--- config.mk ---
export PLATFORM = sky130hd
export DESIGN_NAME = tmn_queue
export DESIGN_NICKNAME = d
export VERILOG_FILES = /design/src/rtl/tmn_pkg.sv /design/src/rtl/tmn_queue.sv
export SDC_FILE = /design/constraint.sdc
export NUM_CORES = 1
export LEC_CHECK = 0
export BUFFER_PORTS_ARGS = -buffer_cell sky130_fd_sc_hd__buf_4
export CAP_MARGIN = 40
export CORE_MARGIN = 5
export CORE_UTILIZATION = 59
export CTS_BUF_LIST = sky130_fd_sc_hd__clkbuf_4 sky130_fd_sc_hd__clkbuf_8
export DETAILED_ROUTE_END_ITERATION = 16
export PLACE_DENSITY_LB_ADDON = 0.05
export SLEW_MARGIN = 10
export SYNTH_ARGS = -nofsm -noshare
export SYNTH_HDL_FRONTEND = slang
export SYNTH_SLANG_ARGS = --single-unit
--- constraint.sdc ---
create_clock -name clock -period 6.97 [get_ports clock]
set_input_delay 0.697 -clock clock [delete_from_list [all_inputs] [get_ports clock]]
set_output_delay 0.697 -clock clock [all_outputs]
set_load 0.01 [all_outputs]
--- src/rtl/tmn_pkg.sv ---
// ----------------------------------------------------------------------------
// tmn_pkg
// Shared widths, codes and types of the thruster mixer with proportional
// desaturation.
// ----------------------------------------------------------------------------
package tmn_pkg;

   localparam int CMD_BITS       = 16;
   localparam int THRUSTER_COUNT = 5;
   localparam int AXIS_COUNT     = 5;
   localparam int GAIN_BITS      = 16;
   localparam int GAIN_FRAC      = 12;
   localparam int CFG_COUNT      = 4;

   // exact mixing widths: product of command and gain, sum of three terms
   localparam int PROD_W = CMD_BITS + GAIN_BITS;
   localparam int SUM_W  = PROD_W + 2;

   localparam int REQ_TDATA_W = ((AXIS_COUNT * CMD_BITS + 7) / 8) * 8;
   localparam int RSP_TDATA_W = ((THRUSTER_COUNT * CMD_BITS + 7) / 8) * 8;

   localparam int CSR_DATA_W = 32;
   localparam int CSR_ADDR_W = $clog2(CFG_COUNT) + 2;
   localparam int REG_IDX_W  = $clog2(CFG_COUNT);

   localparam int QUEUE_DEPTH = 4;
   localparam int QUEUE_PTR_W = $clog2(QUEUE_DEPTH);

   // stage 0 gives the integer bit, the rest one fraction bit each
   localparam int DIV_STAGES = CMD_BITS;

   localparam logic [GAIN_BITS-1:0] GAIN_RESET = GAIN_BITS'(1) << GAIN_FRAC;
   localparam logic [SUM_W-1:0]     SUM_ONE    = SUM_W'(1) << (CMD_BITS - 1 + GAIN_FRAC);
   localparam logic [CMD_BITS-1:0]  MAG_ONE    = CMD_BITS'(1) << (CMD_BITS - 1);
   localparam logic [CMD_BITS-1:0]  THRUST_MAX = MAG_ONE - CMD_BITS'(1);

   // command fields in req_tdata
   localparam int AXIS_HEAVE = 0;
   localparam int AXIS_PITCH = 1;
   localparam int AXIS_ROLL  = 2;
   localparam int AXIS_SURGE = 3;
   localparam int AXIS_YAW   = 4;

   // thruster fields in rsp_tdata
   localparam int THR_FRONT      = 0;
   localparam int THR_REAR_LEFT  = 1;
   localparam int THR_REAR_RIGHT = 2;
   localparam int THR_LEFT       = 3;
   localparam int THR_RIGHT      = 4;

   typedef enum logic [REG_IDX_W-1:0] {
      REG_PITCH_FRONT = 2'd0,
      REG_PITCH_REAR  = 2'd1,
      REG_ROLL_REAR   = 2'd2,
      REG_YAW_SIDE    = 2'd3
   } tmn_reg_type;

   typedef struct packed {
      logic signed [GAIN_BITS-1:0] pitch_front;
      logic signed [GAIN_BITS-1:0] pitch_rear;
      logic signed [GAIN_BITS-1:0] roll_rear;
      logic signed [GAIN_BITS-1:0] yaw_side;
   } tmn_gains_type;

   // classified item handed from the front to the back
   typedef struct packed {
      logic [THRUSTER_COUNT-1:0][SUM_W-1:0] mag;
      logic [THRUSTER_COUNT-1:0]            neg;
      logic [SUM_W-1:0]                     den;
      logic                                 scaled;
   } tmn_item_type;

   typedef struct packed {
      logic full;
      logic empty;
   } tmn_qstat_type;

endpackage

--- src/rtl/tmn_queue.sv ---
// ----------------------------------------------------------------------------
// tmn_queue
// Short first-in first-out queue between the front and the back.
// ----------------------------------------------------------------------------
module tmn_queue (
   input  logic                   clock,
   input  logic                   reset,
   input  logic                   push,
   input  tmn_pkg::tmn_item_type  wr_item,
   input  logic                   pop,
   output tmn_pkg::tmn_item_type  rd_item,
   output tmn_pkg::tmn_qstat_type qstat
);
   import tmn_pkg::*;

   tmn_item_type           entry_ff [QUEUE_DEPTH];
   logic [QUEUE_PTR_W-1:0] wr_ptr_ff, rd_ptr_ff;
   logic [QUEUE_PTR_W:0]   count_ff;

   assign qstat.full  = count_ff == (QUEUE_PTR_W+1)'(QUEUE_DEPTH);
   assign qstat.empty = count_ff == '0;
   assign rd_item     = entry_ff[rd_ptr_ff];

   always_ff @(posedge clock) begin
      if (reset) begin
         wr_ptr_ff <= '0;
         rd_ptr_ff <= '0;
         count_ff  <= '0;
      end else begin
         if (push) begin
            wr_ptr_ff <= wr_ptr_ff + QUEUE_PTR_W'(1);
         end
         if (pop) begin
            rd_ptr_ff <= rd_ptr_ff + QUEUE_PTR_W'(1);
         end
         priority if (push && !pop) begin
            count_ff <= count_ff + (QUEUE_PTR_W+1)'(1);
         end else if (pop && !push) begin
            count_ff <= count_ff - (QUEUE_PTR_W+1)'(1);
         end else begin
            count_ff <= count_ff;
         end
      end
   end

   always_ff @(posedge clock) begin
      if (push) begin
         entry_ff[wr_ptr_ff] <= wr_item;
      end
   end

endmodule

# [Word level (Yosys, flattened, before mapping)]
# Memories as Yosys holds them, arrays and structs flattened. A register that Yosys moved wholly into a read port is not among the register bits.
# Cells that the tools add are included.
[word_totals] regBits=7 ramBits=840 inputBits=214 output_inout_bits=212 wordCells=21 memories=1
[memory_table] name="entry_ff" depth=4 width=210 rd=1 rd_clocked_by_memory_dff=1 write_ports=1 line_no="tmn_queue.sv:16" source="tmn_item_type entry_ff [QUEUE_DEPTH];"
[classes] n_addsub=4 n_eq_ne=1 mux=6 n_reduce_logical=6
[ops] operator="two-way mux 3 bit" count=2
[ops] operator="adder 2 x 1 -> 2 bit, second input constant" count=2
[ops] operator="two-way mux 2 bit" count=2
[ops] operator="adder 3 x 1 -> 3 bit, second input constant" count=1
[ops] operator="== test 3 bit, second input constant" count=1
[ops] operator="logical NOT 3 bit" count=1
[ops] operator="subtractor 3 x 1 -> 3 bit, second input constant" count=1
[ops] operator="logical AND 1 bit" count=2
[ops] operator="logical NOT 1 bit" count=2
[ops] operator="two-way mux 1 bit" count=2
[ops] operator="nonzero test 2 bit" count=1

# [Longest topological paths before layout]
[logic_depth] word_depth=4 ltp_mapped=7 depth_no_buf=7

# [Least setup slack after synthesis]
# OpenSTA, ideal clock, no wires.
[synth_path] kind="in2reg" start="input push" end="memory entry_ff[0][0] (netlist bit) (enable)" setup_time_ns=0.596 arrival_time_ns=5.458 required_ns=6.374 slack_ns=0.917 cell_stages=1 n_path_buf=0 path_cell_list="and2_1"
[synth_via] elab_chain_cells=2
[synth_lines] item="from (decl)" line_no="tmn_queue.sv:8" source="input logic push,"
[synth_lines] item="two-way mux 1 bit" line_no="tmn_queue.sv:47" source="if (push) begin"
[synth_lines] item="two-way mux 1 bit (implied by the code)" line_no="tmn_queue.sv:48" source="entry_ff[wr_ptr_ff] <= wr_item;"
[synth_lines] item="to (decl)" line_no="tmn_queue.sv:16"
# Every way passes these cells.

==> impl_results.md <==
- Post-Syn Area: 31000 sq um
- H-tree depth: 4
- Reg2reg setup slack: 4.62 ns
- Overall Power: 11.1 mW
- Synth warnings: 0
- HP Class: input pin to register
- Cts bufs inserted: 135
- Clk_lat worst skew: 0.74 ns
- DRC violations left: 0
- Slew @ Worst Pin: 0.943 ns
- Final setup vio count: 0
- I/O Pins: 426
- Max clock buf depth: 3
- Power per cell area: 297 nW/um^2
- Total of max-cap violations: 0
- Clk_skew: 0.0184 ns
- Leading cell type in the layout, fill and taps excluded: edfxtp_1
- Mux cell area share after synthesis: 0.153
- Largest net degree at the start of global routing: 109
- Hold Path Sink: entry_ff[0][185]
- R2R cell count: 3
- Post-route cell area: 37300 sq um
- Final Hold Slack: 0.150 ns
- Setup bufs post-CTS: 0
- Slew margin rel.: 0.372
- First-pass iteration count of the detailed router: 5
- Clock-pin slew on the worst setup and hold paths: 0.06 ns
- Syn_nets: 1361
- Seq cells post-synth: 849
- Peak Freq: 276 MHz
- Wire length per cell: 25.2 microns
- Reg-to-Reg End: entry_ff[3][181]
- Number of cells upsized or downsized after cts: 0
- Routed wire length: 62000 microns
- FF+latch area: 25400 sq um
- Worst-path maximum fanout: 59
- Fin crit period: 3.63 ns
- Initial core utilization: 0.593
- Post-Synthesis Cells: 1141
- Avg Synthesized Cell Area: 27.1 sq um
- Status: finished, final reports clean
- Hold Startpoint: wr_item[185]
- Synth cell types: 22
- Fin. Hold Viols: 0
- Root Buffer: clkbuf_8
- # fillers: 3078
- Core Region: 52200 sq um
- Final worst path period share: 0.521
- Post-route insts no fill: 2458
- Max-slew violations: 0
- Detail Placement HPWL: 38000 microns
- Worst slack, placed: 4.06 ns
- WP data required: 6.27 ns
- Clock sink count: 849
- Layout cell share with drive strength beyond 1: 0.488
- Die ar.: 57100 sq um
- Initial antenna violation count: 13
- Gr usage total: 0.219
- Area after DPL: 34800 sq um
- Reg2reg start: wr_ptr_ff[0]
- Die X: 239 microns
- Multi-input logic area: 4970 sq um
- Crit Path Class: register to primary output
- DRC violation total after the first TritonRoute iteration: 1000
- Post-synthesis compound-gate area fraction: 0.000323
- Hold buffer count at cts: 0
- Gr ovfl total: 0
- Core Util, Final: 0.714
- First-pass GRT wire length: 91500 microns
- CP startpoint kind: register
- Number of global-route vias before repair: 14700
- Most frequent cells in the layout: edfxtp_1, buf_4, mux4_2
- # port buffers: 425
- DR vias: 14000
- Antenna Nets Post-Route: 0
- Leak pwr: 12.6 nW
- Xor/xnor share of the synthesized area: 0.00141
- Seq/Total Area, Yosys: 0.821
- Placer congestion estimate: 0.756
- Slack of the critical path: 3.34 ns
- Rows: 84
- Placed cells: 2225
- Combinational family with the most area after synthesis: multiplexers
- Synth Area in Adders: 0.00267
- Setup TNS: 0 ns
- Die Y: 239 microns
- Hold path depth: 1
- RSZ-0062 raised after global routing: no
- # nets final: 1894
- Area growth, synth to finish: 20.6%
- Worst Path Arrival: 2.93 ns
- Simple-gate share of the synthesized area: 0.00238
- DR vias/cell: 5.70
- Max VDD drop: 0.000201 V
- CP Capture Type: primary output
- CTS tree: done
-- final cells by class --
class / count / area share
diodes: 8 / 0.000536
clock buffers: 184 / 0.0610
clock inverters: 41 / 0.00600
inverters: 4 / 0.000402
multi-input cells: 240 / 0.133
flip-flops and latches: 849 / 0.681
well taps: 688 / 0.0231
repair buffers: 444 / 0.0948
-- cells in the mapped netlist (all sizes together) --
library cell | n | area share
nor3b | 1 | 0.00024
and2 | 4 | 0.00081
inv | 4 | 0.00048
dfxtp | 9 | 0.0058
nand2 | 1 | 0.00012
ha | 5 | 0.0020
buf | 44 | 0.018
edfxtp | 840 | 0.81
fa | 1 | 0.00065
mux2i | 2 | 0.00065
o21ai | 1 | 0.00016
a21oi | 1 | 0.00016
mux4 | 210 | 0.15
xnor2 | 2 | 0.00057
clkbuf | 4 | 0.00048
xor2 | 3 | 0.00085
nor3 | 1 | 0.00016
nor2 | 7 | 0.00085
or3 | 1 | 0.00020
-- kinds of logic (layout without fill, tap and decap cells) --
family,Yosys count,count (layout)
adders and majority gates,6,6
xor gates and xnor gates,5,5
muxes,212,212
DFF,849,849
buffers and inverters,52,673
AOI/OAI and AO/OA,2,2
other,0,8
and+or+nand+nor,15,15
-- registers in the layout, summed over array words and instances (netlist names), named ones only --
name and cells:
count_ff 3, entry_ff 840, rd_ptr_ff 2, wr_ptr_ff 2
-- report_power, final --
group	internal (mW)	switching [mW]
clock network	2.13	1.79
logic	0.612	0.615
registers	5.87	0.0544
-- worst max path at each step --
stage | end | from | slack [ns] | depth (start not counted)
finish | rd_item[122] | register | 3.34 | 4
global route | rd_item[122] | register | 3.14 | 4
CTS | rd_item[125] | register | 3.18 | 4
detailed placement | rd_item[125] | register | 4.06 | 4
global placement | rd_item[125] | register | 3.81 | 3
floorplan | entry_ff[0][0] | push | 0.92 | 1
-- per-layer routing --
| metal | track usage | share of wire |
|---|---|---|
| met5 | 0 | 0.0012 |
| met4 | 0.0801 | 0.017 |
| met3 | 0.0918 | 0.097 |
| met2 | 0.338 | 0.51 |
| met1 | 0.286 | 0.38 |
-- worst max-delay path, cell delays in order (launching register included) --
cell and delay [ns]:
dfxtp_4 0.51, buf_16 0.30, buf_4 0.73, mux4_2 0.44
buf_4 0.16
Power figures use the tool's default switching activity.
