**src/rtl/tmn_pkg.sv**
```systemverilog
// ----------------------------------------------------------------------------
// tmn_pkg
// Shared widths, codes and types of the thruster mixer with proportional
// desaturation.
// ----------------------------------------------------------------------------
package tmn_pkg;

   localparam int CMD_BITS       = 16;
   localparam int THRUSTER_COUNT = 5;
   localparam int AXIS_COUNT     = 5;
   localparam int GAIN_BITS      = 16;
   localparam int GAIN_FRAC      = 12;
   localparam int CFG_COUNT      = 4;

   // exact mixing widths: product of command and gain, sum of three terms
   localparam int PROD_W = CMD_BITS + GAIN_BITS;
   localparam int SUM_W  = PROD_W + 2;

   localparam int REQ_TDATA_W = ((AXIS_COUNT * CMD_BITS + 7) / 8) * 8;
   localparam int RSP_TDATA_W = ((THRUSTER_COUNT * CMD_BITS + 7) / 8) * 8;

   localparam int CSR_DATA_W = 32;
   localparam int CSR_ADDR_W = $clog2(CFG_COUNT) + 2;
   localparam int REG_IDX_W  = $clog2(CFG_COUNT);

   localparam int QUEUE_DEPTH = 4;
   localparam int QUEUE_PTR_W = $clog2(QUEUE_DEPTH);

   // stage 0 gives the integer bit, the rest one fraction bit each
   localparam int DIV_STAGES = CMD_BITS;

   localparam logic [GAIN_BITS-1:0] GAIN_RESET = GAIN_BITS'(1) << GAIN_FRAC;
   localparam logic [SUM_W-1:0]     SUM_ONE    = SUM_W'(1) << (CMD_BITS - 1 + GAIN_FRAC);
   localparam logic [CMD_BITS-1:0]  MAG_ONE    = CMD_BITS'(1) << (CMD_BITS - 1);
   localparam logic [CMD_BITS-1:0]  THRUST_MAX = MAG_ONE - CMD_BITS'(1);

   // command fields in req_tdata
   localparam int AXIS_HEAVE = 0;
   localparam int AXIS_PITCH = 1;
   localparam int AXIS_ROLL  = 2;
   localparam int AXIS_SURGE = 3;
   localparam int AXIS_YAW   = 4;

   // thruster fields in rsp_tdata
   localparam int THR_FRONT      = 0;
   localparam int THR_REAR_LEFT  = 1;
   localparam int THR_REAR_RIGHT = 2;
   localparam int THR_LEFT       = 3;
   localparam int THR_RIGHT      = 4;

   typedef enum logic [REG_IDX_W-1:0] {
      REG_PITCH_FRONT = 2'd0,
      REG_PITCH_REAR  = 2'd1,
      REG_ROLL_REAR   = 2'd2,
      REG_YAW_SIDE    = 2'd3
   } tmn_reg_type;

   typedef struct packed {
      logic signed [GAIN_BITS-1:0] pitch_front;
      logic signed [GAIN_BITS-1:0] pitch_rear;
      logic signed [GAIN_BITS-1:0] roll_rear;
      logic signed [GAIN_BITS-1:0] yaw_side;
   } tmn_gains_type;

   // classified item handed from the front to the back
   typedef struct packed {
      logic [THRUSTER_COUNT-1:0][SUM_W-1:0] mag;
      logic [THRUSTER_COUNT-1:0]            neg;
      logic [SUM_W-1:0]                     den;
      logic                                 scaled;
   } tmn_item_type;

   typedef struct packed {
      logic full;
      logic empty;
   } tmn_qstat_type;

endpackage

```
**src/rtl/tmn_front.sv**
```systemverilog
// ----------------------------------------------------------------------------
// tmn_front
// Accepts command sets, mixes them, takes magnitudes and their maximum and
// classifies each item as scaled or plain.
// ----------------------------------------------------------------------------
module tmn_front (
   input  logic                            clock,
   input  logic                            reset,
   input  tmn_pkg::tmn_gains_type          gains,
   input  logic                            req_tvalid,
   output logic                            req_tready,
   // heave_cmd, pitch_cmd, roll_cmd, surge_cmd, yaw_cmd
   input  logic [tmn_pkg::REQ_TDATA_W-1:0] req_tdata,
   input  tmn_pkg::tmn_qstat_type          qstat,
   output logic                            push,
   output tmn_pkg::tmn_item_type           item
);
   import tmn_pkg::*;

   logic adv;

   logic signed [CMD_BITS-1:0] cmd [AXIS_COUNT];

   // stage 1: products
   logic                     v1_ff;
   logic signed [CMD_BITS-1:0] heave1_ff, surge1_ff;
   logic signed [PROD_W-1:0] pf1_ff, pr1_ff, rr1_ff, yw1_ff;

   // stage 2: sums
   logic                    v2_ff;
   logic signed [SUM_W-1:0] sum_in [THRUSTER_COUNT];
   logic signed [SUM_W-1:0] sum2_ff [THRUSTER_COUNT];
   logic signed [SUM_W-1:0] heave_q, surge_q;

   // stage 3: magnitudes
   logic                                 v3_ff;
   logic [THRUSTER_COUNT-1:0][SUM_W-1:0] mag3_ff;
   logic [THRUSTER_COUNT-1:0]            neg3_ff;

   // stage 4: pairwise maxima
   logic                                 v4_ff;
   logic [THRUSTER_COUNT-1:0][SUM_W-1:0] mag4_ff;
   logic [THRUSTER_COUNT-1:0]            neg4_ff;
   logic [SUM_W-1:0]                     max_a4_ff, max_b4_ff;

   // stage 5: maximum
   logic                                 v5_ff;
   logic [THRUSTER_COUNT-1:0][SUM_W-1:0] mag5_ff;
   logic [THRUSTER_COUNT-1:0]            neg5_ff;
   logic [SUM_W-1:0]                     max5_ff;
   logic [SUM_W-1:0]                     max_ab, max_in;

   always_comb begin
      for (int a = 0; a < AXIS_COUNT; a++) begin
         cmd[a] = req_tdata[a*CMD_BITS +: CMD_BITS];
      end
   end

   // the front stalls only when its last stage holds an item the queue can't take
   assign adv        = !(v5_ff && qstat.full);
   assign req_tready = adv;
   assign push       = v5_ff && !qstat.full;

   always_comb begin
      heave_q = SUM_W'(heave1_ff) <<< GAIN_FRAC;
      surge_q = SUM_W'(surge1_ff) <<< GAIN_FRAC;
      sum_in[THR_FRONT]      = heave_q + SUM_W'(pf1_ff);
      sum_in[THR_REAR_LEFT]  = heave_q - SUM_W'(pr1_ff) + SUM_W'(rr1_ff);
      sum_in[THR_REAR_RIGHT] = heave_q - SUM_W'(pr1_ff) - SUM_W'(rr1_ff);
      sum_in[THR_LEFT]       = surge_q + SUM_W'(yw1_ff);
      sum_in[THR_RIGHT]      = surge_q - SUM_W'(yw1_ff);
   end

   always_comb begin
      max_ab = (max_a4_ff >= max_b4_ff) ? max_a4_ff : max_b4_ff;
      max_in = (max_ab >= mag4_ff[THR_RIGHT]) ? max_ab : mag4_ff[THR_RIGHT];
   end

   always_ff @(posedge clock) begin
      if (reset) begin
         v1_ff <= 1'b0;
         v2_ff <= 1'b0;
         v3_ff <= 1'b0;
         v4_ff <= 1'b0;
         v5_ff <= 1'b0;
      end else if (adv) begin
         v1_ff <= req_tvalid;
         v2_ff <= v1_ff;
         v3_ff <= v2_ff;
         v4_ff <= v3_ff;
         v5_ff <= v4_ff;
      end
   end

   always_ff @(posedge clock) begin
      if (adv) begin
         heave1_ff <= cmd[AXIS_HEAVE];
         surge1_ff <= cmd[AXIS_SURGE];
         pf1_ff    <= PROD_W'(gains.pitch_front) * PROD_W'(cmd[AXIS_PITCH]);
         pr1_ff    <= PROD_W'(gains.pitch_rear) * PROD_W'(cmd[AXIS_PITCH]);
         rr1_ff    <= PROD_W'(gains.roll_rear) * PROD_W'(cmd[AXIS_ROLL]);
         yw1_ff    <= PROD_W'(gains.yaw_side) * PROD_W'(cmd[AXIS_YAW]);

         for (int t = 0; t < THRUSTER_COUNT; t++) begin
            sum2_ff[t] <= sum_in[t];
            neg3_ff[t] <= sum2_ff[t][SUM_W-1];
            mag3_ff[t] <= sum2_ff[t][SUM_W-1] ? SUM_W'(-sum2_ff[t]) : SUM_W'(sum2_ff[t]);
         end

         mag4_ff   <= mag3_ff;
         neg4_ff   <= neg3_ff;
         max_a4_ff <= (mag3_ff[THR_FRONT] >= mag3_ff[THR_REAR_LEFT]) ?
                      mag3_ff[THR_FRONT] : mag3_ff[THR_REAR_LEFT];
         max_b4_ff <= (mag3_ff[THR_REAR_RIGHT] >= mag3_ff[THR_LEFT]) ?
                      mag3_ff[THR_REAR_RIGHT] : mag3_ff[THR_LEFT];

         mag5_ff <= mag4_ff;
         neg5_ff <= neg4_ff;
         max5_ff <= max_in;
      end
   end

   // a plain item divides by exactly one, which is the rounded shift by GAIN_FRAC
   always_comb begin
      item.mag    = mag5_ff;
      item.neg    = neg5_ff;
      item.scaled = max5_ff > SUM_ONE;
      item.den    = item.scaled ? max5_ff : SUM_ONE;
   end

endmodule

```
**config.mk**
```make
export PLATFORM = sky130hd
export DESIGN_NAME = tmn_front
export DESIGN_NICKNAME = d
export VERILOG_FILES = /design/src/rtl/tmn_pkg.sv /design/src/rtl/tmn_front.sv
export SDC_FILE = /design/constraint.sdc
export NUM_CORES = 2
export LEC_CHECK = 0
export BUFFER_PORTS_ARGS = -buffer_cell sky130_fd_sc_hd__buf_4
export CAP_MARGIN = 20
export CORE_MARGIN = 1
export CORE_UTILIZATION = 58
export DETAILED_ROUTE_END_ITERATION = 10
export GPL_TIMING_DRIVEN = 1
export HOLD_SLACK_MARGIN = 0.02
export PLACE_DENSITY = 0.76
export RECOVER_POWER = 100
export SETUP_SLACK_MARGIN = 0.4
export SYNTH_ARGS = -nofsm -noshare
export SYNTH_HDL_FRONTEND = slang
export SYNTH_SLANG_ARGS = --single-unit
```
**constraint.sdc**
```tcl
create_clock -name clock -period 22.5 [get_ports clock]
set_input_delay 1.125 -clock clock [delete_from_list [all_inputs] [get_ports clock]]
set_output_delay 1.125 -clock clock [all_outputs]
set_load 0.005 [all_outputs]
```
* Word-level counts from Yosys, hierarchy flattened *
Memory sizes are Yosys's and may differ from the RTL's.
Cells that the tools add are included.

cells by class
  add/sub/neg operators = 11
  $mul = 4
  $lt $le $gt $ge = 5
  mux-type cells = 11
  reductions and logical operators = 4

operators by type and width
  cell                    number
  $mux W34                5
  $neg A34 Y34            5
  $mux W33                5
  $ge A34 B34 Y1          4
  $mul A16 B16 Y32        4
  $add A28 B32 Y33        2
  $sub A28 B32 Y33        2
  $add A33 B32 Y34        1
  $gt A34 B28 Y1 const B  1
  $sub A33 B32 Y34        1
  $logic_and A1 B1 Y1     2
  $logic_not A1 Y1        2
  $mux W1                 1

word-level totals
  register bits = 792
  RAM bits = 170
  input bits = 149
  output and inout bits = 212
  word-level logic and storage cells = 73
  memories kept = 1

memory list
  name     words  width  read ports  clocked after memory_dff  wr ports  line             text
  sum2_ff  5      34     5           0                         5         tmn_front.sv:32  logic signed [SUM_W-1:0] sum2_ff [THRUSTER_COUNT];

* Logic depth before layout (Yosys ltp) *
  depth in word-level cells = 4
  gate-level depth with buffers = 25
  depth with buffers taken out = 24

* Worst setup path before layout *
Ideal clock, no wire load.

  path kind = input to register
  start point = in qstat[1] (netlist name)
  end point = reg heave1_ff[0], enable pin
  setup time = 6606 ps
  arrival = 16538 ps
  required time = 15894 ps
  path slack = -643 ps
  cell stages on the path = 1
  buffers on the path = 0
  cell sequence = nand2_1

between the ends
  word-level cells in the longest chain between the ends = 1

ends and longest elaborated chain
  what                  line             text
  from (decl)           tmn_front.sv:14  input tmn_pkg::tmn_qstat_type qstat,
  $logic_and A1 B1 Y1   tmn_front.sv:60  assign adv = !(v5_ff && qstat.full);
  to (signal assigned)  tmn_front.sv:97  heave1_ff <= cmd[AXIS_HEAVE];
  to (decl)             tmn_front.sv:26  logic signed [CMD_BITS-1:0] heave1_ff, surge1_ff;

No other way between the ends.
A chain may end at the register's enable or synchronous reset.

==> flow_summary.json <==
{
  "cts_buffers": 91,
  "tightest_slew_ns": 4.62,
  "nets": 9784,
  "async_flop_share": 0,
  "grt_pass1_vias": 58200,
  "critPathTopFamily": "buffers and inverters",
  "root_buffer": "clkbuf_16",
  "rows": 139,
  "wl_per_cell_um": 20.8,
  "drt-pass1-iter-count": 8,
  "drive_above_1_share": 0.0713,
  "reg2reg_depth": 6,
  "die_w_um": 384,
  "slew_viol_final": 758,
  "seq_area_frac_synth": 0.337,
  "critPathKind": "in2reg",
  "tritoncts": "done",
  "path_max_fanout": 84,
  "start_util": 0.586,
  "fin_setup_tns_ns": 0,
  "slowest_delay_ns": 2.83,
  "final_hold_viol_count": 0,
  "cp-endpoint": "sum2_ff[0][83]",
  "yosysTopAreaCellShare": 0.336,
  "relSlewSlack": -2.08,
  "syn_avg_cell_area_um2": 10.9,
  "crit_buf_inv": 6,
  "crit_path_top_delay_cell": "clkbuf_1",
  "clk_latency_ns": 0.70,
  "worst_path_most_repeated_cell": "clkbuf_1",
  "rsz0062_at_grt": "false",
  "io_pins": 361,
  "cts.sinks": 951,
  "synth_top_cell_by_area": "edfxtp_1",
  "rr_endpoint": "sum2_ff[0][83]",
  "crit_arrival_ns": 13.56,
  "vias": 56400,
  "hold_buffers": 0,
  "antenna_found_initial": 31,
  "dr.first_iter.drc_count": 4628,
  "port_buffers": 359,
  "drcViolationCount": 0,
  "synth_ff_type": "edfxtp_1",
  "synth_area_leaders": "edfxtp_1 34%, fa_1 25%, ha_1 9.1%",
  "post_cts_buffers": 0,
  "r2r_start": "v5_ff",
  "ys_seq_elements": 951,
  "finalCriticalPeriod_ns": 13.28,
  "synth_edf_count": 946,
  "synth.distinct_cells": 78,
  "crit_cells": 7,
  "final_cell_mix": "1462 x inv_1, 1052 x fa_1, 946 x edfxtp_1",
  "postRouteAntennaNets": 0,
  "endpoint_kind": "flip-flop",
  "multi_input_area_um2": 49600,
  "worstSetupStartpointType": "primary input",
  "grt_max_degree": 103,
  "fmax_mhz": 75.3,
  "post-route-period-util": 0.590,
  "crit_required_ns": 22.78,
  "clk_pin_slew_ns": 0.06,
  "skew_ns": 0.0484,
  "status": "complete, but fails checks",
  "crit_chain": "clkbuf_1, nand2_1, clkbuf_1, clkbuf_1, clkbuf_1, buf_4, buf_4",
  "ys_warn_count": 0,
  "grt_pass1_wl_um": 324000,
  "dp_hpwl_um": 167000,
  "post_cts_resized": 0,
  "fillCellCount": 11200,
  "hp-start": "mag3_ff[160]",
  "violations": "capacitance limit, slew limit",
  "area_delta_synth_final_pct": 8.56,
  "viasPerCell": 5.66,
  "reg2reg_slack_ns": 9.45,
  "setup_viol": 0,
  "startpoint": "qstat[1]",
  "synth_cells": 7728,
  "routed_wirelength_um": 207000,
  "cts.path.max_buffers": 3,
  "cap_violations": 12,
  "dieArea_um2": 147000,
  "htree_levels": 3,
  "synthesis.area_um2": 84600,
  "seq_area_um2": 28500,
  "grt-ovfl-total": 0,
  "die_h_um": 384,
  "core_um2": 144000,
  "hold_path.class": "reg2reg",
  "grt_use_total": 0.287,
  "mostFrequentLayoutCell": "inv_1",
  "routabilityCongestion": 0.946
}
[metal layers]
layer / GRT usage / wire length (µm) / vias to the layer above
met2: 0.482 / 101000 / 1932
li1: - / - / 25600
met4: 0.146 / 11300 / 18
met1: 0.368 / 82600 / 28400
met3: 0.0327 / 12300 / 450
met5: 0 / 119 / -
[flip-flops by register name, indices dropped and copies added, names as in the netlist, 16 cells and up]
signal	count
heave1_ff	16
item	168
mag3_ff	168
mag4_ff	168
max5_ff	34
max_a4_ff	34
max_b4_ff	34
pf1_ff	32
pr1_ff	32
rr1_ff	32
sum2_ff	165
surge1_ff	16
yw1_ff	32
[synth_stat cells, types with 69 or more instances]
cell      count
nor3_1      131
xnor2_1     370
fa_1       1052
inv_1      1462
ha_1        617
and2_1      563
a21o_1       96
xor2_1       69
clkbuf_1    235
a21oi_1     267
nand2_1     653
edfxtp_1    946
nor2_1      204
o21ai_0     189
nand3_1      85
mux2_2      100
[worst register-to-register path, cell delays in order, from the launching register on]
cell,delay [ns]
dfxtp_1,0.37
nand2_1,2.42
clkbuf_1,2.36
clkbuf_1,2.54
clkbuf_1,2.85
buf_4,1.10
buf_4,0.96
[stage by stage]
step / cells / hold slack (ns) / setup WS, ns / cell area (µm²) / util
CTS: 9942 / 0.384 / 15.32 / 92100 / 0.639
global placement: 9773 / 0.400 / 14.68 / 88900 / 0.617
floorplan: 7730 / 0.400 / 9.08 / 84600 / -
finish: 9967 / 0.387 / 9.22 / 91800 / 0.637
global route: 9958 / 0.392 / 8.12 / 91800 / 0.636
detailed placement: 9774 / 0.405 / 14.60 / 88900 / 0.617
[worst min-delay path by stage]
stage / endpoint / slack (ns) / cells after the start
after detailed placement: item[118] / 0.40 / 0
after global placement: mag4_ff[169] / 0.40 / 0
after floorplan: item[100] / 0.40 / 0
final: mag4_ff[160] / 0.39 / 0
after global routing: mag4_ff[160] / 0.39 / 0
after CTS: mag4_ff[160] / 0.38 / 0
[layout make-up]
cell class,count,area share
clock inverters,66,0.00864
multi-input cells,5076,0.541
diodes,23,0.000627
repair buffers,384,0.0281
inverters,1462,0.0598
flip-flops and latches,951,0.311
well taps,1903,0.0259
clock buffers,102,0.0257
[logic make-up (layout without fill, tap and decap cells)]
| group | Yosys count | count (layout) | synth area share |
|---|---|---|---|
| xor+xnor | 439 | 439 | 0.0455 |
| simple gates | 1944 | 1944 | 0.117 |
| other cells | 1 | 26 | 0.0000444 |
| compound gates | 884 | 884 | 0.0667 |
| flops | 951 | 951 | 0.337 |
| mux | 137 | 137 | 0.0177 |
| fa+ha+maj | 1669 | 1669 | 0.340 |
| buf+inv | 1703 | 2014 | 0.0757 |
Power is left out: the tool's default activity adds up to more than one toggle a clock period on the data nets, which glitch-free logic cannot reach.
