`src/rtl/tmn_pkg.sv`:
```
// ----------------------------------------------------------------------------
// tmn_pkg
// Shared widths, codes and types of the thruster mixer with proportional
// desaturation.
// ----------------------------------------------------------------------------
package tmn_pkg;

   localparam int CMD_BITS       = 16;
   localparam int THRUSTER_COUNT = 5;
   localparam int AXIS_COUNT     = 5;
   localparam int GAIN_BITS      = 16;
   localparam int GAIN_FRAC      = 12;
   localparam int CFG_COUNT      = 4;

   // exact mixing widths: product of command and gain, sum of three terms
   localparam int PROD_W = CMD_BITS + GAIN_BITS;
   localparam int SUM_W  = PROD_W + 2;

   localparam int REQ_TDATA_W = ((AXIS_COUNT * CMD_BITS + 7) / 8) * 8;
   localparam int RSP_TDATA_W = ((THRUSTER_COUNT * CMD_BITS + 7) / 8) * 8;

   localparam int CSR_DATA_W = 32;
   localparam int CSR_ADDR_W = $clog2(CFG_COUNT) + 2;
   localparam int REG_IDX_W  = $clog2(CFG_COUNT);

   localparam int QUEUE_DEPTH = 4;
   localparam int QUEUE_PTR_W = $clog2(QUEUE_DEPTH);

   // stage 0 gives the integer bit, the rest one fraction bit each
   localparam int DIV_STAGES = CMD_BITS;

   localparam logic [GAIN_BITS-1:0] GAIN_RESET = GAIN_BITS'(1) << GAIN_FRAC;
   localparam logic [SUM_W-1:0]     SUM_ONE    = SUM_W'(1) << (CMD_BITS - 1 + GAIN_FRAC);
   localparam logic [CMD_BITS-1:0]  MAG_ONE    = CMD_BITS'(1) << (CMD_BITS - 1);
   localparam logic [CMD_BITS-1:0]  THRUST_MAX = MAG_ONE - CMD_BITS'(1);

   // command fields in req_tdata
   localparam int AXIS_HEAVE = 0;
   localparam int AXIS_PITCH = 1;
   localparam int AXIS_ROLL  = 2;
   localparam int AXIS_SURGE = 3;
   localparam int AXIS_YAW   = 4;

   // thruster fields in rsp_tdata
   localparam int THR_FRONT      = 0;
   localparam int THR_REAR_LEFT  = 1;
   localparam int THR_REAR_RIGHT = 2;
   localparam int THR_LEFT       = 3;
   localparam int THR_RIGHT      = 4;

   typedef enum logic [REG_IDX_W-1:0] {
      REG_PITCH_FRONT = 2'd0,
      REG_PITCH_REAR  = 2'd1,
      REG_ROLL_REAR   = 2'd2,
      REG_YAW_SIDE    = 2'd3
   } tmn_reg_type;

   typedef struct packed {
      logic signed [GAIN_BITS-1:0] pitch_front;
      logic signed [GAIN_BITS-1:0] pitch_rear;
      logic signed [GAIN_BITS-1:0] roll_rear;
      logic signed [GAIN_BITS-1:0] yaw_side;
   } tmn_gains_type;

   // classified item handed from the front to the back
   typedef struct packed {
      logic [THRUSTER_COUNT-1:0][SUM_W-1:0] mag;
      logic [THRUSTER_COUNT-1:0]            neg;
      logic [SUM_W-1:0]                     den;
      logic                                 scaled;
   } tmn_item_type;

   typedef struct packed {
      logic full;
      logic empty;
   } tmn_qstat_type;

endpackage

```
`src/rtl/tmn_csr.sv`:
```
// ----------------------------------------------------------------------------
// tmn_csr
// Mixing gain registers behind the configuration port.
// ----------------------------------------------------------------------------
module tmn_csr (
   input  logic                            clock,
   input  logic                            reset,
   input  logic                            csr_psel,
   input  logic                            csr_penable,
   input  logic                            csr_pwrite,
   input  logic [tmn_pkg::CSR_ADDR_W-1:0]  csr_paddr,
   input  logic [tmn_pkg::CSR_DATA_W-1:0]  csr_pwdata,
   output logic [tmn_pkg::CSR_DATA_W-1:0]  csr_prdata,
   output logic                            csr_pready,
   output tmn_pkg::tmn_gains_type          gains
);
   import tmn_pkg::*;

   tmn_gains_type gains_ff;
   tmn_reg_type   reg_idx;
   logic          wr_en;

   assign reg_idx    = tmn_reg_type'(csr_paddr[CSR_ADDR_W-1:2]);
   assign wr_en      = csr_psel && csr_penable && csr_pwrite;
   assign csr_pready = 1'b1;
   assign gains      = gains_ff;

   always_ff @(posedge clock) begin
      if (reset) begin
         gains_ff.pitch_front <= GAIN_RESET;
         gains_ff.pitch_rear  <= GAIN_RESET;
         gains_ff.roll_rear   <= GAIN_RESET;
         gains_ff.yaw_side    <= GAIN_RESET;
      end else if (wr_en) begin
         unique case (reg_idx)
            REG_PITCH_FRONT: gains_ff.pitch_front <= csr_pwdata[GAIN_BITS-1:0];
            REG_PITCH_REAR:  gains_ff.pitch_rear  <= csr_pwdata[GAIN_BITS-1:0];
            REG_ROLL_REAR:   gains_ff.roll_rear   <= csr_pwdata[GAIN_BITS-1:0];
            REG_YAW_SIDE:    gains_ff.yaw_side    <= csr_pwdata[GAIN_BITS-1:0];
            default:         gains_ff.yaw_side    <= gains_ff.yaw_side;
         endcase
      end
   end

   always_comb begin
      unique case (reg_idx)
         REG_PITCH_FRONT: csr_prdata = CSR_DATA_W'(gains_ff.pitch_front);
         REG_PITCH_REAR:  csr_prdata = CSR_DATA_W'(gains_ff.pitch_rear);
         REG_ROLL_REAR:   csr_prdata = CSR_DATA_W'(gains_ff.roll_rear);
         REG_YAW_SIDE:    csr_prdata = CSR_DATA_W'(gains_ff.yaw_side);
         default:         csr_prdata = '0;
      endcase
   end

endmodule

```
`config.mk`:
```
export PLATFORM = sky130hd
export DESIGN_NAME = tmn_csr
export DESIGN_NICKNAME = d
export VERILOG_FILES = /design/src/rtl/tmn_pkg.sv /design/src/rtl/tmn_csr.sv
export SDC_FILE = /design/constraint.sdc
export NUM_CORES = 1
export LEC_CHECK = 0
export BUFFER_PORTS_ARGS = -buffer_cell sky130_fd_sc_hd__buf_2
export CELL_PAD_IN_SITES_DETAIL_PLACEMENT = 0
export CELL_PAD_IN_SITES_GLOBAL_PLACEMENT = 2
export CORE_MARGIN = 2
export CORE_UTILIZATION = 31
export CTS_CLUSTER_DIAMETER = 120
export DETAILED_ROUTE_END_ITERATION = 10
export PLACE_DENSITY = 0.9
export SETUP_SLACK_MARGIN = 0.1
export SLEW_MARGIN = 20
export SYNTH_ARGS = -nofsm -noshare
export SYNTH_HDL_FRONTEND = slang
export SYNTH_SLANG_ARGS = --single-unit
```
`constraint.sdc`:
```
create_clock -name clock -period 3.3 [get_ports clock]
set_input_delay 0.825 -clock clock [delete_from_list [all_inputs] [get_ports clock]]
set_output_delay 0.825 -clock clock [all_outputs]
set_load 0.01 [all_outputs]
```
After elaboration in Yosys (flattened, before gate mapping)
Index checks and enable logic that the tools add are counted.
{"block": "op_classes", "n_eq_ne": 3, "mux": 1, "n_reduce_logical": 7}
{"op": "32-bit one-hot mux with 4 select lines", "n": 1}
{"op": "2-bit AND reduction", "n": 4}
{"op": "2-bit equality test (second input constant)", "n": 2}
{"op": "2-bit by 1-bit equality test with 1-bit output (second input constant)", "n": 1}
{"op": "1-bit logical AND", "n": 2}
{"op": "2-bit logical NOT", "n": 1}
{"block": "word_totals", "regBits": 64, "input_bits": 41, "out_inout_bits": 97, "wordCells": 15}

Logic depth before layout (Yosys ltp)
Gate-level depths: netlist of the first run.
{"block": "depth", "depth_word": 3, "depth_mapped": 5, "depth_no_buf": 3}

Least setup slack after synthesis of the first run
OpenSTA, ideal clock, no wires.
{"block": "synth_timing", "path_type": "input port to output port", "start": "input csr_paddr[2] in the netlist's numbering", "end": "output csr_prdata[16] in the netlist's numbering", "arrival_ns": 1.870, "t_required_ns": 2.475, "slack_ns": 0.605, "stages": 3, "n_path_buf": 2, "path_cell_list": "buf_4 > mux4_2 > buf_4"}
{"block": "synth_via", "elab_chain_cells": 2, "elab_cells_between_ends": 5, "cone_classes": "eq/ne: 3; mux: 1; reduce/logical: 1"}
{"element": "start, declared", "line_no": "tmn_csr.sv:11", "rtl": "input logic [tmn_pkg::CSR_ADDR_W-1:0] csr_paddr,"}
{"element": "2-bit equality test, or another cell as far along", "line_no": "tmn_csr.sv:46", "rtl": "unique case (reg_idx)"}
{"element": "32-bit one-hot mux with 4 select lines *", "line_no": "tmn_csr.sv:46"}
{"element": "end, declared", "line_no": "tmn_csr.sv:13", "rtl": "output logic [tmn_pkg::CSR_DATA_W-1:0] csr_prdata,"}
Every way passes the cells marked *; elsewhere a longest branch is shown, timed or not.

Worst setup path in the final report of the first run
{"block": "layout_timing", "start": "input csr_paddr[3] in the netlist's numbering", "end": "output csr_prdata[3] in the netlist's numbering"}
The elaborated chain is that of the path after synthesis.

==> out/metrics.cfg, run 1 <==
[floorplanning]
chipHeight_um = 104.2
die_area_um2 = 10850
coreArea_um2 = 9774
ioPinCount = 138
die_w_um = 104.2
rows = 36
initial_core_util = 0.3181

[power]
p_leak_nw = 2.014
max-vdd-ir-drop_mv = 0.3283
power_density_nw_per_um2 = 439.8

[grt]
grt_pass1_wl_um = 12320
gr-total-overflow = 0
grt_antenna_before_repair = 0
grt_usage = 0.1459
grt_pass1_vias = 2313
grt_max_degree = 81

[drt]
antenna_left = 0
drc = 0
detail_route.vias_per_cell = 4.502
drt-initial-drc-count = 64
dr.pass1.iters = 4
avgRoutedWirePerCell_um = 15.05
finalWirelength_um = 7617
vias = 2278

[yosys]
yosys-top-cells-count = nand2b_1, dfxtp_1, mux2i_1, buf_4, mux4_2
yosysTopAreaCell = dfxtp_1
synth_cell_types = 18
ys_ff_latch = 64
synthesis.area_um2 = 3109
ys_warn_count = 0
ys.flop_type = dfxtp_1
yosysMostFrequentCell = nand2b_1
avgSynthCellArea_um2 = 11.60
synth_edf_count = 0
syn-num-nets = 309
synthArstFlopShare = 0
synth.area.top_cells = dfxtp_1, mux2i_1, nand2b_1, mux4_2, buf_4
syn_inst = 268
ys_seq_area_frac = 0.4121
synth_top_area_frac = 0.4121

[sta]
max_freq_mhz = 345.2
rsz0062_at_grt = no
finalSetupViolCount = 0
tightest_slew_ns = 0.9019
maxSlewViolCount = 0
tns_ns = 0
finClkSkew_ns = 0
timing.hold.ws_ns = 0.4831
finalHoldViolCount = 0
min_period_over_period = 0.8779
finalCriticalPeriod_ns = 2.897
timing.slew.headroom = 0.3981
setup_slack_ns = 0.4030

[place]
io_buffers = 118
post-place-ws_ns = 0.3798
placed_cell_area_um2 = 3679
place_hpwl_um = 5248
place_congestion = 0.7214

[job]
cap_viol_max_count = 0

[setup_path]
slowest_stage = buf_2
crit_arrival_ns = 2.07
crit_path_frequent_cell = buf_2
cp_max_fo = 15
start_kind = input port
cp.required_ns = 2.47
path_cells = buf_2 > buf_4 > mux4_2 > buf_2
criticalPathCategory = input port to output pin
critPathMaxStageDelay_ns = 0.48
end_kind = output pin

[clock_tree]
tritoncts = done
clockRootBuffer = clkbuf_8
ctsHoldBuffers = 0
clk_latency_ns = 0.34
cts_sinks = 64
cts_buffers = 9
cts_setup_buffers = 0
htree_levels = 3
clk_transition_reported_paths_ns = 0.07
clk_path_buf_depth = 2
cts_resized = 0

[min_path]
holdCritPathClass = flip-flop to flip-flop

[final_layout]
diodes = 0
finalNetCount = 409
largest_reg_flops = 64
finish.instance_area_um2 = 3919
syn_to_final_growth_pct = 26.04
n_fill_cell = 993
drive_gt1_frac = 0.4343

[outcome]
status = finished clean

## per-stage QoR
stage	cells	power [W]	utilization
after floorplan	268	0.0008988	-
after global placement	490	0.0009415	0.3763
after detailed placement	490	0.0009437	0.3763
after CTS	506	0.001750	0.4009
after global routing	506	0.001793	0.4009
final	506	0.001723	0.4009
## cell families (layout without fill, tap and decap cells)
| kind of cell | Yosys count | in the layout | synth area share |
|---|---|---|---|
| DFF | 64 | 64 | 0.4121 |
| buffers and inverters | 35 | 140 | 0.08088 |
| and+or+nand+nor | 88 | 88 | 0.1839 |
| other | 1 | 1 | 0.001206 |
| muxes | 80 | 80 | 0.3219 |
## metal layers
metal,wire (um),track usage
met4,108,0.04633
met1,3477,0.1763
met3,554,0.06078
met2,3477,0.2359
met5,0,0
## cell usage in the layout, fill, tap and decap left out
master      netlist  final
conb_1            1      1
nand3b_1          2      2
nor3b_4           0      1
clkbuf_8          1     12
nor3_2            1      1
buf_12            0      1
nand3_4           1      1
nor2_1            5      5
mux4_2           16     16
buf_2             1    118
nand3_2           1      1
or3_4             1      1
clkinvlp_4        0      2
bufinv_16         0      2
dfxtp_1          64     64
buf_4            19      5
nand2b_1         75     75
and3_2            1      1
mux2i_1          64     64
## worst paths after layout
check	startpoint	endpoint	slack [ns]	cells after the start
worst min-delay path	gains[41]	gains[41]	0.48	2
worst min register to register	gains[41]	gains[41]	0.48	2
worst max register to register	gains[20]	gains[20]	2.64	2
worst max-delay path	csr_paddr[3]	csr_prdata[3]	0.40	4
## critical path: cells and delay by family
| family | cells | cell delay, ns |
|---|---|---|
| buffers and inverters | 3 | 0.93 |
| multiplexers | 1 | 0.30 |
## cell type report
class                           instances  area (um^2)  area share
Tap cell                              133        166.4     0.04246
Clock inverter                          4        75.07     0.01916
Timing Repair Buffer                  124        648.1      0.1654
Multi-Input combinational cell        169         1583      0.4039
Clock buffer                           12        165.2     0.04215
Sequential cell                        64         1281      0.3269
## report_power, final
part           switching, W  total [W]  internal [W]  leakage, nW
Combinational     0.0000701   0.000134     0.0000639         1.38
Clock              0.000313   0.000800      0.000487        0.115
Sequential       0.00000744   0.000790      0.000782        0.517
Note: power is estimated with default switching activity, not from simulation.
==> run 2, diff against run 1 <==
--- a/config.mk
+++ b/config.mk
@@ -12,7 +12,7 @@
 export CORE_UTILIZATION = 31
 export CTS_CLUSTER_DIAMETER = 120
 export DETAILED_ROUTE_END_ITERATION = 10
-export PLACE_DENSITY = 0.9
+export PLACE_DENSITY = 0.83
 export SETUP_SLACK_MARGIN = 0.1
 export SLEW_MARGIN = 20
 export SYNTH_ARGS = -nofsm -noshare
==> run 2 against run 1 <==
  * Total power is 10% lower
  * Clock power shrank 23%
  * Via count shrank 0.22%
  * Wire length is essentially flat
  * Global-route usage decreased by 0.57 points
  * Final cell count up 0.20%
  * Register-to-register slack improved by 0.02 ns
  * Core utilization fell by 0.63 points
  * Sequential share of layout area increased by 0.52 points
  * Maximum frequency decreased by 2.3%
  * Critical path type unchanged
  * Largest cell class unchanged
  * Highest routed layer unchanged
==> out/metrics.cfg, run 2 (same netlist as run 1, synthesis figures left out) <==
[outcome]
status = finished clean

[sta]
min_period_over_period = 0.8988  ; +0.02089
tightest_slew_ns = 0.6797  ; -0.2222 ns
finClkSkew_ns = 0  ; unchanged
rsz0062_at_grt = no
finalHoldViolCount = 0  ; unchanged
timing.slew.headroom = 0.5469  ; +0.1488
finalCriticalPeriod_ns = 2.966  ; +0.06893 ns
setup_slack_ns = 0.3341  ; -0.06893 ns
maxSlewViolCount = 0  ; unchanged
max_freq_mhz = 337.2  ; -2.3%
finalSetupViolCount = 0  ; unchanged
tns_ns = 0  ; unchanged

[clock_tree]
htree_levels = 3  ; unchanged
clockRootBuffer = clkbuf_8
clk_latency_ns = 0.32  ; -0.02 ns
clk_path_buf_depth = 2  ; unchanged
ctsHoldBuffers = 0  ; unchanged
cts_sinks = 64  ; unchanged
tritoncts = done
cts_buffers = 9  ; unchanged
cts_resized = 0  ; unchanged
cts_setup_buffers = 0  ; unchanged
clk_transition_reported_paths_ns = 0.07  ; about the same

[final_layout]
largest_reg_flops = 64  ; unchanged
final_common_cell = buf_2
drive_gt1_frac = 0.4332  ; -0.001161
mostFrequentLayoutCells = buf_2, nand2b_1, mux2i_1, dfxtp_1, mux4_2
diodes = 0  ; unchanged
final_cells = 507  ; +0.20%
finalNetCount = 410  ; +0.24%
finish.instance_area_um2 = 3857  ; -1.6%
n_fill_cell = 986  ; -0.70%
syn_to_final_growth_pct = 24.06

[grt]
grt_max_degree = 81  ; unchanged
grt_usage = 0.1402  ; -0.005704
grt_pass1_wl_um = 11910  ; -3.4%
grt_pass1_vias = 2209  ; -4.5%
gr-total-overflow = 0  ; unchanged
grt_antenna_before_repair = 0  ; unchanged

[drt]
dr.pass1.iters = 4  ; unchanged
drc = 0  ; unchanged
avgRoutedWirePerCell_um = 15.04  ; -0.11%
finalWirelength_um = 7624  ; about the same
drt-initial-drc-count = 57  ; -11%
vias = 2273  ; -0.22%
detail_route.vias_per_cell = 4.483  ; -0.42%
antenna_left = 0  ; unchanged

[setup_path]
cp.required_ns = 2.47  ; about the same
cp_max_fo = 19  ; +4
crit_arrival_ns = 2.14  ; +0.07 ns
criticalPathCategory = input port to output pin
end_kind = output pin
start_kind = input port

[floorplanning]
chipHeight_um = 104.2  ; unchanged
initial_core_util = 0.3181  ; unchanged
die_area_um2 = 10850  ; unchanged
die_w_um = 104.2  ; unchanged
ioPinCount = 138  ; unchanged
rows = 36  ; unchanged
coreArea_um2 = 9774  ; unchanged

[min_path]
holdCritPathClass = flip-flop to flip-flop

[job]
cap_viol_max_count = 0  ; unchanged

[place]
place_hpwl_um = 5187  ; -1.2%
dpl.cell_count = 491  ; +0.20%
placed_cell_area_um2 = 3674  ; -0.14%
post-place-ws_ns = 0.2932  ; -0.08658 ns
place_congestion = 0.7534  ; +4.4%
io_buffers = 118  ; unchanged

[power]
power_density_nw_per_um2 = 399.9  ; -9.1%
max-vdd-ir-drop_mv = 0.1764  ; -46%
p_leak_nw = 1.988  ; -1.3%
total_power_w = 0.001543  ; -10%

-- run 2: cell types whose count changed in the layout (fill, tap and decap cells not counted) --
cell and delta:
buf_4 +2, clkinv_2 +1, clkinv_4 +1, clkbuf_8 -1
buf_12 -1, clkbuf_1 +1, bufinv_16 -2
-- run 2: stage by stage --
step | hold slack [ns] | utilization
global route | 0.5050 | 0.3946
floorplan | 0.5015 | -
detailed placement | 0.4771 | 0.3758
global placement | 0.4684 | 0.3758
finish | 0.4893 | 0.3946
CTS | 0.4932 | 0.3946
-- run 2: critical path, stage by stage --
cell	delay (ns)
buf_2	0.53
mux4_2	0.62
buf_2	0.16
-- run 2: power breakdown --
| part | leakage (nW) | total [W] | internal [W] | switching (W) |
|---|---|---|---|---|
| Clock | 0.0886 | 0.000620 | 0.000314 | 0.000306 |
| Combinational | 1.38 | 0.000133 | 0.0000626 | 0.0000702 |
| Sequential | 0.517 | 0.000789 | 0.000782 | 0.00000731 |
| Total | 1.99 | 0.00154 | 0.00116 | 0.000384 |
-- run 2: layout make-up --
cell class | instances | area, um^2 | area share
Clock buffer | 12 | 155.1 | 0.04022
Tap cell | 133 | 166.4 | 0.04314
Multi-Input combinational cell | 169 | 1583 | 0.4103
Clock inverter | 4 | 28.78 | 0.007460
Timing Repair Buffer | 125 | 643.1 | 0.1667
Sequential cell | 64 | 1281 | 0.3321
-- run 2: final timing paths --
check / from / to / cells past startpoint / slack (ns)
worst min-delay path: gains[34] / gains[34] / 2 / 0.49
worst min register to register: gains[34] / gains[34] / 2 / 0.49
worst max register to register: gains[23] / gains[23] / 2 / 2.66
worst max-delay path: csr_paddr[3] / csr_prdata[13] / 3 / 0.33
-- run 2: layer usage --
layer / vias up / wire [um] / part of all wire / track usage
met5: - / 0 / 0 / 0
met4: 0 / 134 / 0.018 / 0.05309
met3: 12 / 453 / 0.059 / 0.03509
met2: 94 / 3350 / 0.44 / 0.2129
met1: 1067 / 3686 / 0.48 / 0.1919
li1: 1100 / - / - / -
